**src/rtl/neighborhood_search_tuner_core_assert.svh**
```systemverilog
// Assertion macros used by the tuner datapath (nst_datapath).
`ifndef NEIGHBORHOOD_SEARCH_TUNER_CORE_ASSERT_SVH
`define NEIGHBORHOOD_SEARCH_TUNER_CORE_ASSERT_SVH
`ifndef NO_ASSERTIONS
`define NST_ASSERT(label, prop) \
  label: assert property (@(posedge clk) disable iff (rst) prop) \
    else $error("nst assertion failed");
`define NST_ASSERT_NEXT(label, trig, prop) \
  label: assert property (@(posedge clk) disable iff (rst) (trig) |=> (prop)) \
    else $error("nst assertion failed");
`else
`define NST_ASSERT(label, prop)
`define NST_ASSERT_NEXT(label, trig, prop)
`endif
`endif

```
**src/rtl/nst_pkg.sv**
```systemverilog
package nst_pkg;

  localparam int NODE_W      = 7;
  localparam int LEVEL_W     = 4;
  localparam int SCORE_W     = 32;
  localparam int OBJ_W       = 3;
  localparam int NLIM_W      = 7;
  localparam int NLEV_W      = 5;
  localparam int CFG_IDX_W   = 1;
  localparam int CFG_DATA_W  = 7;
  localparam int STACK_DEPTH = 9;
  localparam int STACK_CNT_W = $clog2(STACK_DEPTH + 1);
  localparam int STACK_IDX_W = $clog2(STACK_DEPTH);

  localparam int MAX_NODES_DEF   = 64;
  localparam int FREQ_LEVELS_DEF = 16;

  localparam logic signed [SCORE_W-1:0] BEST_FORGOTTEN = 32'hFFFF_0000;
  localparam logic [NLIM_W-1:0] NODE_LIMIT_RST       = 7'd64;
  localparam logic [NLEV_W-1:0] FREQ_LEVEL_COUNT_RST = 5'd16;

  typedef enum logic [CFG_IDX_W-1:0] {
    CFG_NODE_LIMIT       = 1'b0,
    CFG_FREQ_LEVEL_COUNT = 1'b1
  } cfg_reg_t;

  typedef enum logic [1:0] {
    STEP_DOWN = 2'd0,
    STEP_HOLD = 2'd1,
    STEP_UP   = 2'd2
  } step_t;

  typedef struct packed {
    logic [NODE_W-1:0]         cur_nodes;
    logic [LEVEL_W-1:0]        cur_freq_level;
    logic signed [SCORE_W-1:0] score;
    logic [OBJ_W-1:0]          objective_id;
  } in_item_t;

  typedef struct packed {
    logic latch_in;
    logic update_best;
    logic gen_step;
    logic gen_done;
    logic pop;
  } cmd_t;

  typedef struct packed {
    logic stack_empty;
    logic gen_last;
    logic out_free;
  } status_t;

endpackage

```
**src/rtl/nst_if.sv**
```systemverilog
interface nst_in_if;
  logic                                  valid;
  logic                                  ready;
  logic [nst_pkg::NODE_W-1:0]            cur_nodes;
  logic [nst_pkg::LEVEL_W-1:0]           cur_freq_level;
  logic signed [nst_pkg::SCORE_W-1:0]    score;
  logic [nst_pkg::OBJ_W-1:0]             objective_id;

  modport source (output valid, cur_nodes, cur_freq_level, score, objective_id, input ready);
  modport sink (input valid, cur_nodes, cur_freq_level, score, objective_id, output ready);
endinterface

interface nst_out_if;
  logic                        valid;
  logic                        ready;
  logic [nst_pkg::NODE_W-1:0]  next_nodes;
  logic [nst_pkg::LEVEL_W-1:0] next_freq_level;

  modport source (output valid, next_nodes, next_freq_level, input ready);
  modport sink (input valid, next_nodes, next_freq_level, output ready);
endinterface

```
**src/rtl/nst_ctrl.sv**
```systemverilog
module nst_ctrl (
  input  logic             clk,
  input  logic             rst,
  input  logic             in_valid,
  output logic             in_ready,
  input  nst_pkg::status_t status,
  output nst_pkg::cmd_t    cmd
);

  typedef enum logic [3:0] {
    S_IDLE   = 4'b0001,
    S_UPDATE = 4'b0010,
    S_GEN    = 4'b0100,
    S_POP    = 4'b1000
  } state_t;

  state_t state, state_next;

  always_ff @(posedge clk) begin
    if (rst) begin
      state <= S_IDLE;
    end else begin
      state <= state_next;
    end
  end

  always_comb begin
    state_next      = state;
    cmd             = '0;
    in_ready        = 1'b0;
    case (state)
      S_IDLE: begin
        in_ready     = 1'b1;
        cmd.latch_in = in_valid;
        if (in_valid) begin
          state_next = S_UPDATE;
        end
      end
      S_UPDATE: begin
        cmd.update_best = 1'b1;
        state_next      = status.stack_empty ? S_GEN : S_POP;
      end
      S_GEN: begin
        cmd.gen_step = 1'b1;
        if (status.gen_last) begin
          cmd.gen_done = 1'b1;
          state_next   = S_POP;
        end
      end
      S_POP: begin
        if (status.out_free) begin
          cmd.pop    = 1'b1;
          state_next = S_IDLE;
        end
      end
      default: begin
        state_next = S_IDLE;
      end
    endcase
  end

endmodule

```
**src/rtl/nst_datapath.sv**
```systemverilog
`include "neighborhood_search_tuner_core_assert.svh"

module nst_datapath #(
  parameter int MAX_NODES   = nst_pkg::MAX_NODES_DEF,
  parameter int FREQ_LEVELS = nst_pkg::FREQ_LEVELS_DEF
) (
  input  logic                              clk,
  input  logic                              rst,
  input  logic                              cfg_we,
  input  logic [nst_pkg::CFG_IDX_W-1:0]     cfg_index,
  input  logic [nst_pkg::CFG_DATA_W-1:0]    cfg_data,
  input  nst_pkg::in_item_t                 in_item,
  input  nst_pkg::cmd_t                     cmd,
  output nst_pkg::status_t                  status,
  output logic                              out_valid,
  input  logic                              out_ready,
  output logic [nst_pkg::NODE_W-1:0]        next_nodes,
  output logic [nst_pkg::LEVEL_W-1:0]       next_freq_level
);

  localparam int NODE_CAP  = (MAX_NODES > 127) ? 127 : MAX_NODES;
  localparam int LEVEL_CAP = (FREQ_LEVELS > 16) ? 16 : FREQ_LEVELS;
  localparam logic [nst_pkg::NLIM_W-1:0] NODE_CAP_V  = nst_pkg::NLIM_W'(NODE_CAP);
  localparam logic [nst_pkg::NLEV_W-1:0] LEVEL_CAP_V = nst_pkg::NLEV_W'(LEVEL_CAP);
  localparam logic [nst_pkg::STACK_CNT_W-1:0] DEPTH_V =
    nst_pkg::STACK_CNT_W'(nst_pkg::STACK_DEPTH);

  logic [nst_pkg::NLIM_W-1:0]                 node_limit;
  logic [nst_pkg::NLEV_W-1:0]                 freq_level_count;
  nst_pkg::in_item_t                          item;
  logic [nst_pkg::OBJ_W-1:0]                  seen_objective;
  logic signed [nst_pkg::SCORE_W-1:0]         top_score;
  logic [nst_pkg::NODE_W-1:0]                 best_nodes;
  logic [nst_pkg::LEVEL_W-1:0]                best_freq_level;
  logic [nst_pkg::NODE_W-1:0]                 stack_nodes [nst_pkg::STACK_DEPTH];
  logic [nst_pkg::LEVEL_W-1:0]                stack_freq_level [nst_pkg::STACK_DEPTH];
  logic [nst_pkg::STACK_CNT_W-1:0]            stack_count;
  nst_pkg::step_t                             gen_dn;
  nst_pkg::step_t                             gen_df;

  logic signed [nst_pkg::SCORE_W-1:0]         eff_best;
  logic [nst_pkg::NLIM_W-1:0]                 lim;
  logic [nst_pkg::NLEV_W-1:0]                 levels;
  logic [nst_pkg::LEVEL_W-1:0]                top;
  logic [nst_pkg::NODE_W-1:0]                 bn;
  logic [nst_pkg::LEVEL_W-1:0]                bf;
  logic [nst_pkg::NODE_W-1:0]                 nb_nodes;
  logic [nst_pkg::LEVEL_W-1:0]                nb_level;
  logic                                       nb_valid;
  logic [nst_pkg::STACK_IDX_W-1:0]            wr_idx;
  logic [nst_pkg::STACK_IDX_W-1:0]            rd_idx;
  logic                                       do_push;

  always_ff @(posedge clk) begin
    if (rst) begin
      node_limit       <= nst_pkg::NODE_LIMIT_RST;
      freq_level_count <= nst_pkg::FREQ_LEVEL_COUNT_RST;
    end else if (cfg_we) begin
      case (nst_pkg::cfg_reg_t'(cfg_index))
        nst_pkg::CFG_NODE_LIMIT:       node_limit <= cfg_data[nst_pkg::NLIM_W-1:0];
        nst_pkg::CFG_FREQ_LEVEL_COUNT: freq_level_count <= cfg_data[nst_pkg::NLEV_W-1:0];
        default: begin
        end
      endcase
    end
  end

  assign eff_best = (item.objective_id != seen_objective) ? nst_pkg::BEST_FORGOTTEN
                                                          : top_score;

  // Effective bounds, and the best setting clamped into them.
  always_comb begin
    lim = (node_limit > NODE_CAP_V) ? NODE_CAP_V : node_limit;
    if (lim == '0) begin
      lim = nst_pkg::NLIM_W'(1);
    end
    levels = (freq_level_count > LEVEL_CAP_V) ? LEVEL_CAP_V : freq_level_count;
    if (levels == '0) begin
      levels = nst_pkg::NLEV_W'(1);
    end
    top = nst_pkg::LEVEL_W'(levels - nst_pkg::NLEV_W'(1));
    bn  = best_nodes;
    if (bn == '0) begin
      bn = nst_pkg::NODE_W'(1);
    end
    if (bn > lim) begin
      bn = lim;
    end
    bf = (best_freq_level > top) ? top : best_freq_level;
  end

  always_comb begin
    nb_valid = 1'b1;
    nb_nodes = bn;
    nb_level = bf;
    case (gen_dn)
      nst_pkg::STEP_DOWN: begin
        nb_valid = bn > nst_pkg::NODE_W'(1);
        nb_nodes = bn - nst_pkg::NODE_W'(1);
      end
      nst_pkg::STEP_UP: begin
        nb_valid = bn < lim;
        nb_nodes = bn + nst_pkg::NODE_W'(1);
      end
      default: begin
      end
    endcase
    case (gen_df)
      nst_pkg::STEP_DOWN: begin
        nb_valid = nb_valid && (bf != '0);
        nb_level = bf - nst_pkg::LEVEL_W'(1);
      end
      nst_pkg::STEP_UP: begin
        nb_valid = nb_valid && (bf < top);
        nb_level = bf + nst_pkg::LEVEL_W'(1);
      end
      default: begin
      end
    endcase
  end

  assign do_push = cmd.gen_step && nb_valid && (stack_count < DEPTH_V);
  assign wr_idx  = stack_count[nst_pkg::STACK_IDX_W-1:0];
  assign rd_idx  = nst_pkg::STACK_IDX_W'(stack_count - nst_pkg::STACK_CNT_W'(1));

  always_ff @(posedge clk) begin
    if (cmd.latch_in) begin
      item <= in_item;
    end
    if (do_push) begin
      stack_nodes[wr_idx]      <= nb_nodes;
      stack_freq_level[wr_idx] <= nb_level;
    end
    if (cmd.pop) begin
      if (stack_count == '0) begin
        next_nodes      <= item.cur_nodes;
        next_freq_level <= item.cur_freq_level;
      end else begin
        next_nodes      <= stack_nodes[rd_idx];
        next_freq_level <= stack_freq_level[rd_idx];
      end
    end
  end

  always_ff @(posedge clk) begin
    if (rst) begin
      seen_objective  <= '0;
      top_score       <= nst_pkg::BEST_FORGOTTEN;
      best_nodes      <= nst_pkg::NODE_W'(1);
      best_freq_level <= '0;
      stack_count     <= '0;
      gen_dn          <= nst_pkg::STEP_DOWN;
      gen_df          <= nst_pkg::STEP_DOWN;
      out_valid       <= 1'b0;
    end else begin
      if (cmd.update_best) begin
        seen_objective <= item.objective_id;
        top_score      <= (item.score > eff_best) ? item.score : eff_best;
        gen_dn         <= nst_pkg::STEP_DOWN;
        gen_df         <= nst_pkg::STEP_DOWN;
      end
      if (cmd.update_best && (item.score > eff_best)) begin
        best_nodes      <= item.cur_nodes;
        best_freq_level <= item.cur_freq_level;
      end
      if (cmd.gen_step) begin
        if (gen_df == nst_pkg::STEP_UP) begin
          gen_df <= nst_pkg::STEP_DOWN;
          gen_dn <= nst_pkg::step_t'(gen_dn + 2'd1);
        end else begin
          gen_df <= nst_pkg::step_t'(gen_df + 2'd1);
        end
      end
      if (cmd.gen_done) begin
        top_score <= '0;
      end
      if (do_push) begin
        stack_count <= stack_count + nst_pkg::STACK_CNT_W'(1);
      end else if (cmd.pop && (stack_count != '0)) begin
        stack_count <= stack_count - nst_pkg::STACK_CNT_W'(1);
      end
      if (cmd.pop) begin
        out_valid <= 1'b1;
      end else if (out_ready) begin
        out_valid <= 1'b0;
      end
    end
  end

  assign status.stack_empty = (stack_count == '0);
  assign status.gen_last    = (gen_dn == nst_pkg::STEP_UP) && (gen_df == nst_pkg::STEP_UP);
  assign status.out_free    = !out_valid || out_ready;

  `NST_ASSERT(a_stack_bound, stack_count <= DEPTH_V)
  `NST_ASSERT_NEXT(a_pop_shrinks, cmd.pop && (stack_count != '0),
    stack_count == nst_pkg::STACK_CNT_W'($past(stack_count) - nst_pkg::STACK_CNT_W'(1)))
  `NST_ASSERT_NEXT(a_gen_fills, cmd.gen_done, (stack_count != '0) && (top_score == '0))
  `NST_ASSERT(a_pop_needs_room, cmd.pop |-> status.out_free)

endmodule

```
**src/rtl/neighborhood_search_tuner_core.sv**
```systemverilog
// Hill-climbing tuner over (node count, frequency level). Each input beat carries the
// setting just measured, its score and the objective id; one output beat returns the
// setting to try next. The input is taken only while the controller is idle. When the
// explore stack holds entries, an item goes through latch, best-score update and pop
// into the output register before the next beat can be taken. When the stack is
// empty, the controller first walks the nine neighbour positions of the best setting,
// one per cycle, before the pop. The output register lets the next beat enter while a
// result still waits; a pop waits for that register to be free. Configuration writes
// are taken in any cycle but are meant for idle time.
module neighborhood_search_tuner_core #(
  parameter int MAX_NODES   = nst_pkg::MAX_NODES_DEF,
  parameter int FREQ_LEVELS = nst_pkg::FREQ_LEVELS_DEF
) (
  input  logic                           clk,
  input  logic                           rst,
  nst_in_if.sink                         in_ch,
  nst_out_if.source                      out_ch,
  input  logic                           cfg_we,
  input  logic [nst_pkg::CFG_IDX_W-1:0]  cfg_index,
  input  logic [nst_pkg::CFG_DATA_W-1:0] cfg_data
);

  nst_pkg::cmd_t     cmd;
  nst_pkg::status_t  status;
  nst_pkg::in_item_t in_item;

  assign in_item.cur_nodes      = in_ch.cur_nodes;
  assign in_item.cur_freq_level = in_ch.cur_freq_level;
  assign in_item.score          = in_ch.score;
  assign in_item.objective_id   = in_ch.objective_id;

  nst_ctrl u_ctrl (
    .clk      (clk),
    .rst      (rst),
    .in_valid (in_ch.valid),
    .in_ready (in_ch.ready),
    .status   (status),
    .cmd      (cmd)
  );

  nst_datapath #(
    .MAX_NODES   (MAX_NODES),
    .FREQ_LEVELS (FREQ_LEVELS)
  ) u_datapath (
    .clk             (clk),
    .rst             (rst),
    .cfg_we          (cfg_we),
    .cfg_index       (cfg_index),
    .cfg_data        (cfg_data),
    .in_item         (in_item),
    .cmd             (cmd),
    .status          (status),
    .out_valid       (out_ch.valid),
    .out_ready       (out_ch.ready),
    .next_nodes      (out_ch.next_nodes),
    .next_freq_level (out_ch.next_freq_level)
  );

endmodule
```
**src/flat_wrapper.sv**
```systemverilog
// flat-port wrapper written by rule: the top's interface ports become plain ports
module neighborhood_search_tuner_core_flat 
#(
  parameter int MAX_NODES   = nst_pkg::MAX_NODES_DEF,
  parameter int FREQ_LEVELS = nst_pkg::FREQ_LEVELS_DEF
)
  (clk, rst, cfg_we, cfg_index, cfg_data, in_ch_valid, in_ch_cur_nodes, in_ch_cur_freq_level, in_ch_score, in_ch_objective_id, in_ch_ready, out_ch_valid, out_ch_next_nodes, out_ch_next_freq_level, out_ch_ready);
  nst_in_if in_ch_i ();
  nst_out_if out_ch_i ();
  input  logic clk;
  input  logic rst;
  input  logic cfg_we;
  input  logic [nst_pkg::CFG_IDX_W-1:0] cfg_index;
  input  logic [nst_pkg::CFG_DATA_W-1:0] cfg_data;
  input wire logic [$bits(in_ch_i.valid)-1:0] in_ch_valid;
  input wire logic [$bits(in_ch_i.cur_nodes)-1:0] in_ch_cur_nodes;
  input wire logic [$bits(in_ch_i.cur_freq_level)-1:0] in_ch_cur_freq_level;
  input wire logic [$bits(in_ch_i.score)-1:0] in_ch_score;
  input wire logic [$bits(in_ch_i.objective_id)-1:0] in_ch_objective_id;
  output wire logic [$bits(in_ch_i.ready)-1:0] in_ch_ready;
  output wire logic [$bits(out_ch_i.valid)-1:0] out_ch_valid;
  output wire logic [$bits(out_ch_i.next_nodes)-1:0] out_ch_next_nodes;
  output wire logic [$bits(out_ch_i.next_freq_level)-1:0] out_ch_next_freq_level;
  input wire logic [$bits(out_ch_i.ready)-1:0] out_ch_ready;
  assign in_ch_i.valid = in_ch_valid;
  assign in_ch_i.cur_nodes = in_ch_cur_nodes;
  assign in_ch_i.cur_freq_level = in_ch_cur_freq_level;
  assign in_ch_i.score = in_ch_score;
  assign in_ch_i.objective_id = in_ch_objective_id;
  assign in_ch_ready = in_ch_i.ready;
  assign out_ch_valid = out_ch_i.valid;
  assign out_ch_next_nodes = out_ch_i.next_nodes;
  assign out_ch_next_freq_level = out_ch_i.next_freq_level;
  assign out_ch_i.ready = out_ch_ready;
  neighborhood_search_tuner_core #(.MAX_NODES(MAX_NODES), .FREQ_LEVELS(FREQ_LEVELS)) u_core (.clk(clk), .rst(rst), .in_ch(in_ch_i), .out_ch(out_ch_i), .cfg_we(cfg_we), .cfg_index(cfg_index), .cfg_data(cfg_data));
endmodule
```
**config.mk**
```make
export PLATFORM = sky130hd
export DESIGN_NAME = neighborhood_search_tuner_core_flat
export DESIGN_NICKNAME = d
export VERILOG_FILES = /design/src/rtl/nst_pkg.sv /design/src/rtl/nst_if.sv /design/src/rtl/nst_ctrl.sv /design/src/rtl/nst_datapath.sv /design/src/rtl/neighborhood_search_tuner_core.sv /design/src/flat_wrapper.sv
export VERILOG_INCLUDE_DIRS = /design/src /design/src/rtl
export SDC_FILE = /design/constraint.sdc
export NUM_CORES = 1
export LEC_CHECK = 0
export ABC_AREA = 0
export BUFFER_PORTS_ARGS = -buffer_cell sky130_fd_sc_hd__buf_2
export CAP_MARGIN = 25
export CORE_MARGIN = 3
export CORE_UTILIZATION = 52
export DETAILED_ROUTE_END_ITERATION = 7
export MAX_ROUTING_LAYER = met4
export PLACE_DENSITY = 0.8
export SYNTH_ARGS = -nofsm -noshare
export SYNTH_HDL_FRONTEND = slang
export SYNTH_SLANG_ARGS = --single-unit
```
**constraint.sdc**
```tcl
create_clock -name clk -period 5.5 [get_ports clk]
set_input_delay 1.1 -clock clk [delete_from_list [all_inputs] [get_ports clk]]
set_output_delay 1.1 -clock clk [all_outputs]
set_load 0.01 [all_outputs]
```
==> results.md <==
* Status: finished clean
* Pwr Total at 4.538 mW
* Worst Path Arrival at 5.26 ns
* Synthesized area at 0.01089 mm2
* Worst Path Required at 5.67 ns
* Initial DRT Pass Iterations at 5
* Post-synth EDFFs at 156
* Layout cells sized above 1 at 17.49%
* DRC violations left at 0
* GRT overflow at 0
* Die H at 150.7 um
* Skew final at 0.03682 ns
* Antenna violations before repair at 0
* Final Setup Violations at 0
* Final WL at 24.09 mm
* Worst-case clock buffer depth at 3
* Setup bufs post-CTS at 0
* Global-route wire length before repair at 37.85 mm
* Syn Inst Count at 934
* Reg clk slew, reported paths at 0.06 ns
* Cells after DPL at 1241
* Int Power at 3.319 mW
* Primary FF master, synth: edfxtp_1
* Iter 0 DRT Violations at 468
* CTS Hold Bufs at 0
* Seq/Total Area, Yosys at 56.08%
* Synth Area per Inst at 11.66 um2
* Worst Tran Pin Value at 1.053 ns
* Pleak at 4.641 nW
* Worst stage delay on the critical path at 0.59 ns
* Starting Density at 53.29%
* Critical path cell sequence: nor3_1 -> nor4b_1 -> or2_2 -> inv_1 -> ha_1 -> and3_1 -> and3_1 -> nor2_4 -> mux2_2 -> ha_1 -> a21o_1 -> a211oi_1 -> nand4_1 -> a2bb2oi_1 -> o311ai_4 -> and2_0 -> and4b_1
* Hold Crit Class: flip-flop to flip-flop
* FF/Latch Area at 0.006106 mm2
* Final cell count without fillers at 1288
* Worst VDD drop at 0.2733 mV
* CTS tree: yes
* Clock share of power at 36.2%
* Post-DP Area at 0.01155 mm2
* Met2 wire length at 11.91 mm
* Ys Warns at 0
* Reg2reg path depth at 17
* Number of buffers created by CTS at 24
* RSZ-0062 raised after global routing: false
* H-tree lvl count at 1
* Combinational share of power at 16.2%
* Hold slack at 0.4586 ns
* Die area at 0.02271 mm2
* Post-Syn Nets at 1058
* Fin. max-slew vios at 0
* Io pins at 72
* Drt wl/cell at 18.70 um
* Period minus WS final at 5.090 ns
* Vias in the first global route at 7350
* Highest Signal Layer: met4
* Vias after detailed routing at 7650
* Worst skew pair latency at 0.53 ns
* Antenna-violating nets left at 0
* Pwr dens at 365.7 mW/mm2
* # resized after CTS at 0
* Met3 wire len at 1.596 mm
* Sequential share of power at 47.6%
* Rows at 52
* Port bufs at 71
* Asr flop ratio synth at 0%
* Setup tns final at 0 ns
* Tcrit/Tclk final at 92.54%
* Met1 WL at 9.855 mm
* DP Worst Slack at 0.4483 ns
* Filler cells at 1602
* Gpl congestion at 0.9865
* Final non-filler cell area at 0.01241 mm2
* Clock root cell: clkbuf_16
* Die X at 150.7 um
* Clock sinks at 227
* CP Launch Type: flip-flop
* Fin nets at 1124
* CP Capture Type: flip-flop
* Sw Share at 26.85%
* Hold Fails Final Rpt at 0
* Pin count of the biggest net entering global routing at 47
* Max cap viols at 0
* Worst rel slew slack at 29.81%
* # diodes at 0
* Worst-path maximum fanout at 11
* Max Fclk at 196.5 MHz
* Final setup margin at 0.4104 ns
* Core Region at 0.02043 mm2
* Crit Path Category: flip-flop to flip-flop
* Area occupied by multi-input gates at 0.004493 mm2
* Vias/cell at 5.939
* Final Core Density at 60.74%
* Hold depth at 2
* Unique masters post-synth at 72
* Sw Pwr at 1.218 mW
* Gr usage total at 21.84%
* Yosys reg bits at 227
* Final HPWL from detailed placement at 16.42 mm
* CP max-delay cell: and4b_1
* Syn-to-layout area delta at 13.97%
==> cell usage after synthesis, drive strengths merged, types with 8 or more instances <==
| cell type | instances | area share (%) |
|---|---|---|
| mux2i | 15 | 1.4 |
| nand2 | 100 | 3.4 |
| dfxtp | 71 | 13 |
| nor2b | 9 | 0.52 |
| edfxtp | 156 | 43 |
| a22o | 16 | 1.3 |
| o21ai | 39 | 1.8 |
| inv | 26 | 0.90 |
| a21oi | 67 | 3.1 |
| o211ai | 8 | 0.55 |
| and3 | 19 | 1.1 |
| xnor2 | 9 | 0.72 |
| clkbuf | 48 | 1.7 |
| a21o | 10 | 0.69 |
| a31o | 9 | 0.72 |
| mux4 | 22 | 4.6 |
| nand3 | 65 | 3.0 |
| or3 | 22 | 1.3 |
| nand4 | 12 | 0.69 |
| nor2 | 46 | 1.7 |
| nor3 | 12 | 0.55 |
| ha | 64 | 7.4 |
==> state kept, by name (all words and copies together), names as in the netlist, 2 cells and up <==
| register | count |
|---|---|
| u_core.u_datapath.seen_objective | 3 |
| u_core.u_datapath.next_nodes | 7 |
| u_core.u_datapath.best_nodes | 7 |
| u_core.u_datapath.item | 46 |
| u_core.u_datapath.freq_level_count | 5 |
| u_core.u_datapath.gen_dn | 2 |
| u_core.u_datapath.best_freq_level | 4 |
| u_core.u_datapath.stack_freq_level | 36 |
| u_core.u_datapath.stack_nodes | 63 |
| u_core.u_ctrl.state | 4 |
| u_core.u_datapath.node_limit | 7 |
| u_core.u_datapath.stack_count | 4 |
| u_core.u_datapath.gen_df | 2 |
| u_core.u_datapath.next_freq_level | 4 |
| u_core.u_datapath.top_score | 32 |
==> metal layers <==
metal / vias to the layer above / global-route usage, %
met4: 0 / 6.528
met2: 297 / 36.87
met1: 3660 / 27.68
li1: 3643 / -
met5: - / -
met3: 50 / 3.040
==> area by class of cell <==
cell class	instances	share of cell area [%]
clock buffer	31	5.051
timing repair buffer	94	4.547
tap	270	2.722
inverter	27	0.8167
multi-input combinational	626	36.21
sequential	227	49.20
clock inverter	13	1.452
==> layout by cell type, fill, tap and decap left out, types with 10 or more instances in the layout <==
| cell type | count |
|---|---|
| mux2i_1 | 14 |
| mux4_2 | 22 |
| and3_1 | 18 |
| nand3_1 | 65 |
| inv_1 | 26 |
| a21o_1 | 10 |
| nand2_1 | 100 |
| buf_4 | 20 |
| ha_1 | 64 |
| dfxtp_1 | 71 |
| o21ai_0 | 37 |
| or3_1 | 22 |
| buf_2 | 71 |
| nor2_1 | 45 |
| clkbuf_16 | 24 |
| nand4_1 | 12 |
| edfxtp_1 | 156 |
| a21oi_1 | 67 |
| a22o_1 | 16 |
| nor3_1 | 11 |
==> path summary, 6_finish.rpt <==
check             slack (ns)                                  endpoint                       startpoint
setup / recovery        0.41  u_core.u_datapath.stack_freq_level[8][0]  u_core.u_datapath.best_nodes[2]
setup reg to reg        0.41  u_core.u_datapath.stack_freq_level[8][0]  u_core.u_datapath.best_nodes[2]
hold reg to reg         0.46           u_core.u_datapath.node_limit[1]  u_core.u_datapath.node_limit[1]
hold / removal          0.46           u_core.u_datapath.node_limit[1]  u_core.u_datapath.node_limit[1]
==> power by group through the flow <==
stage                     Combinational [mW]  Sequential [mW]  Clock [mW]
after floorplan                        0.517             2.15           0
after global placement                 0.694             2.19           0
after detailed placement               0.712             2.20           0
after CTS                              0.718             2.16        1.67
after global routing                   0.814             2.17        1.73
final                                  0.735             2.16        1.64
==> cell families (layout without fill, tap and decap cells) <==
family / after synthesis / in the layout / synth area share [%]
AND/OR/NAND/NOR: 314 / 314 / 14.34
flip-flops: 227 / 227 / 56.08
AO/OA/AOI/OAI: 193 / 193 / 11.71
buffers and inverters: 81 / 165 / 2.873
adder cells (fa/ha/maj): 65 / 65 / 7.539
multiplexers: 41 / 41 / 6.412
XOR/XNOR: 13 / 13 / 1.046
==> critical path, delay by kind of cell, from the launching register on <==
| kind | cells | cell delay (ns) |
|---|---|---|
| multiplexers | 1 | 0.42 |
| flip-flops | 1 | 0.35 |
| adder cells (fa/ha/maj) | 2 | 0.59 |
| buffers and inverters | 1 | 0.07 |
| AND/OR/NAND/NOR | 9 | 2.53 |
| AO/OA/AOI/OAI | 4 | 0.78 |
Note: power is estimated with default switching activity, not from simulation.
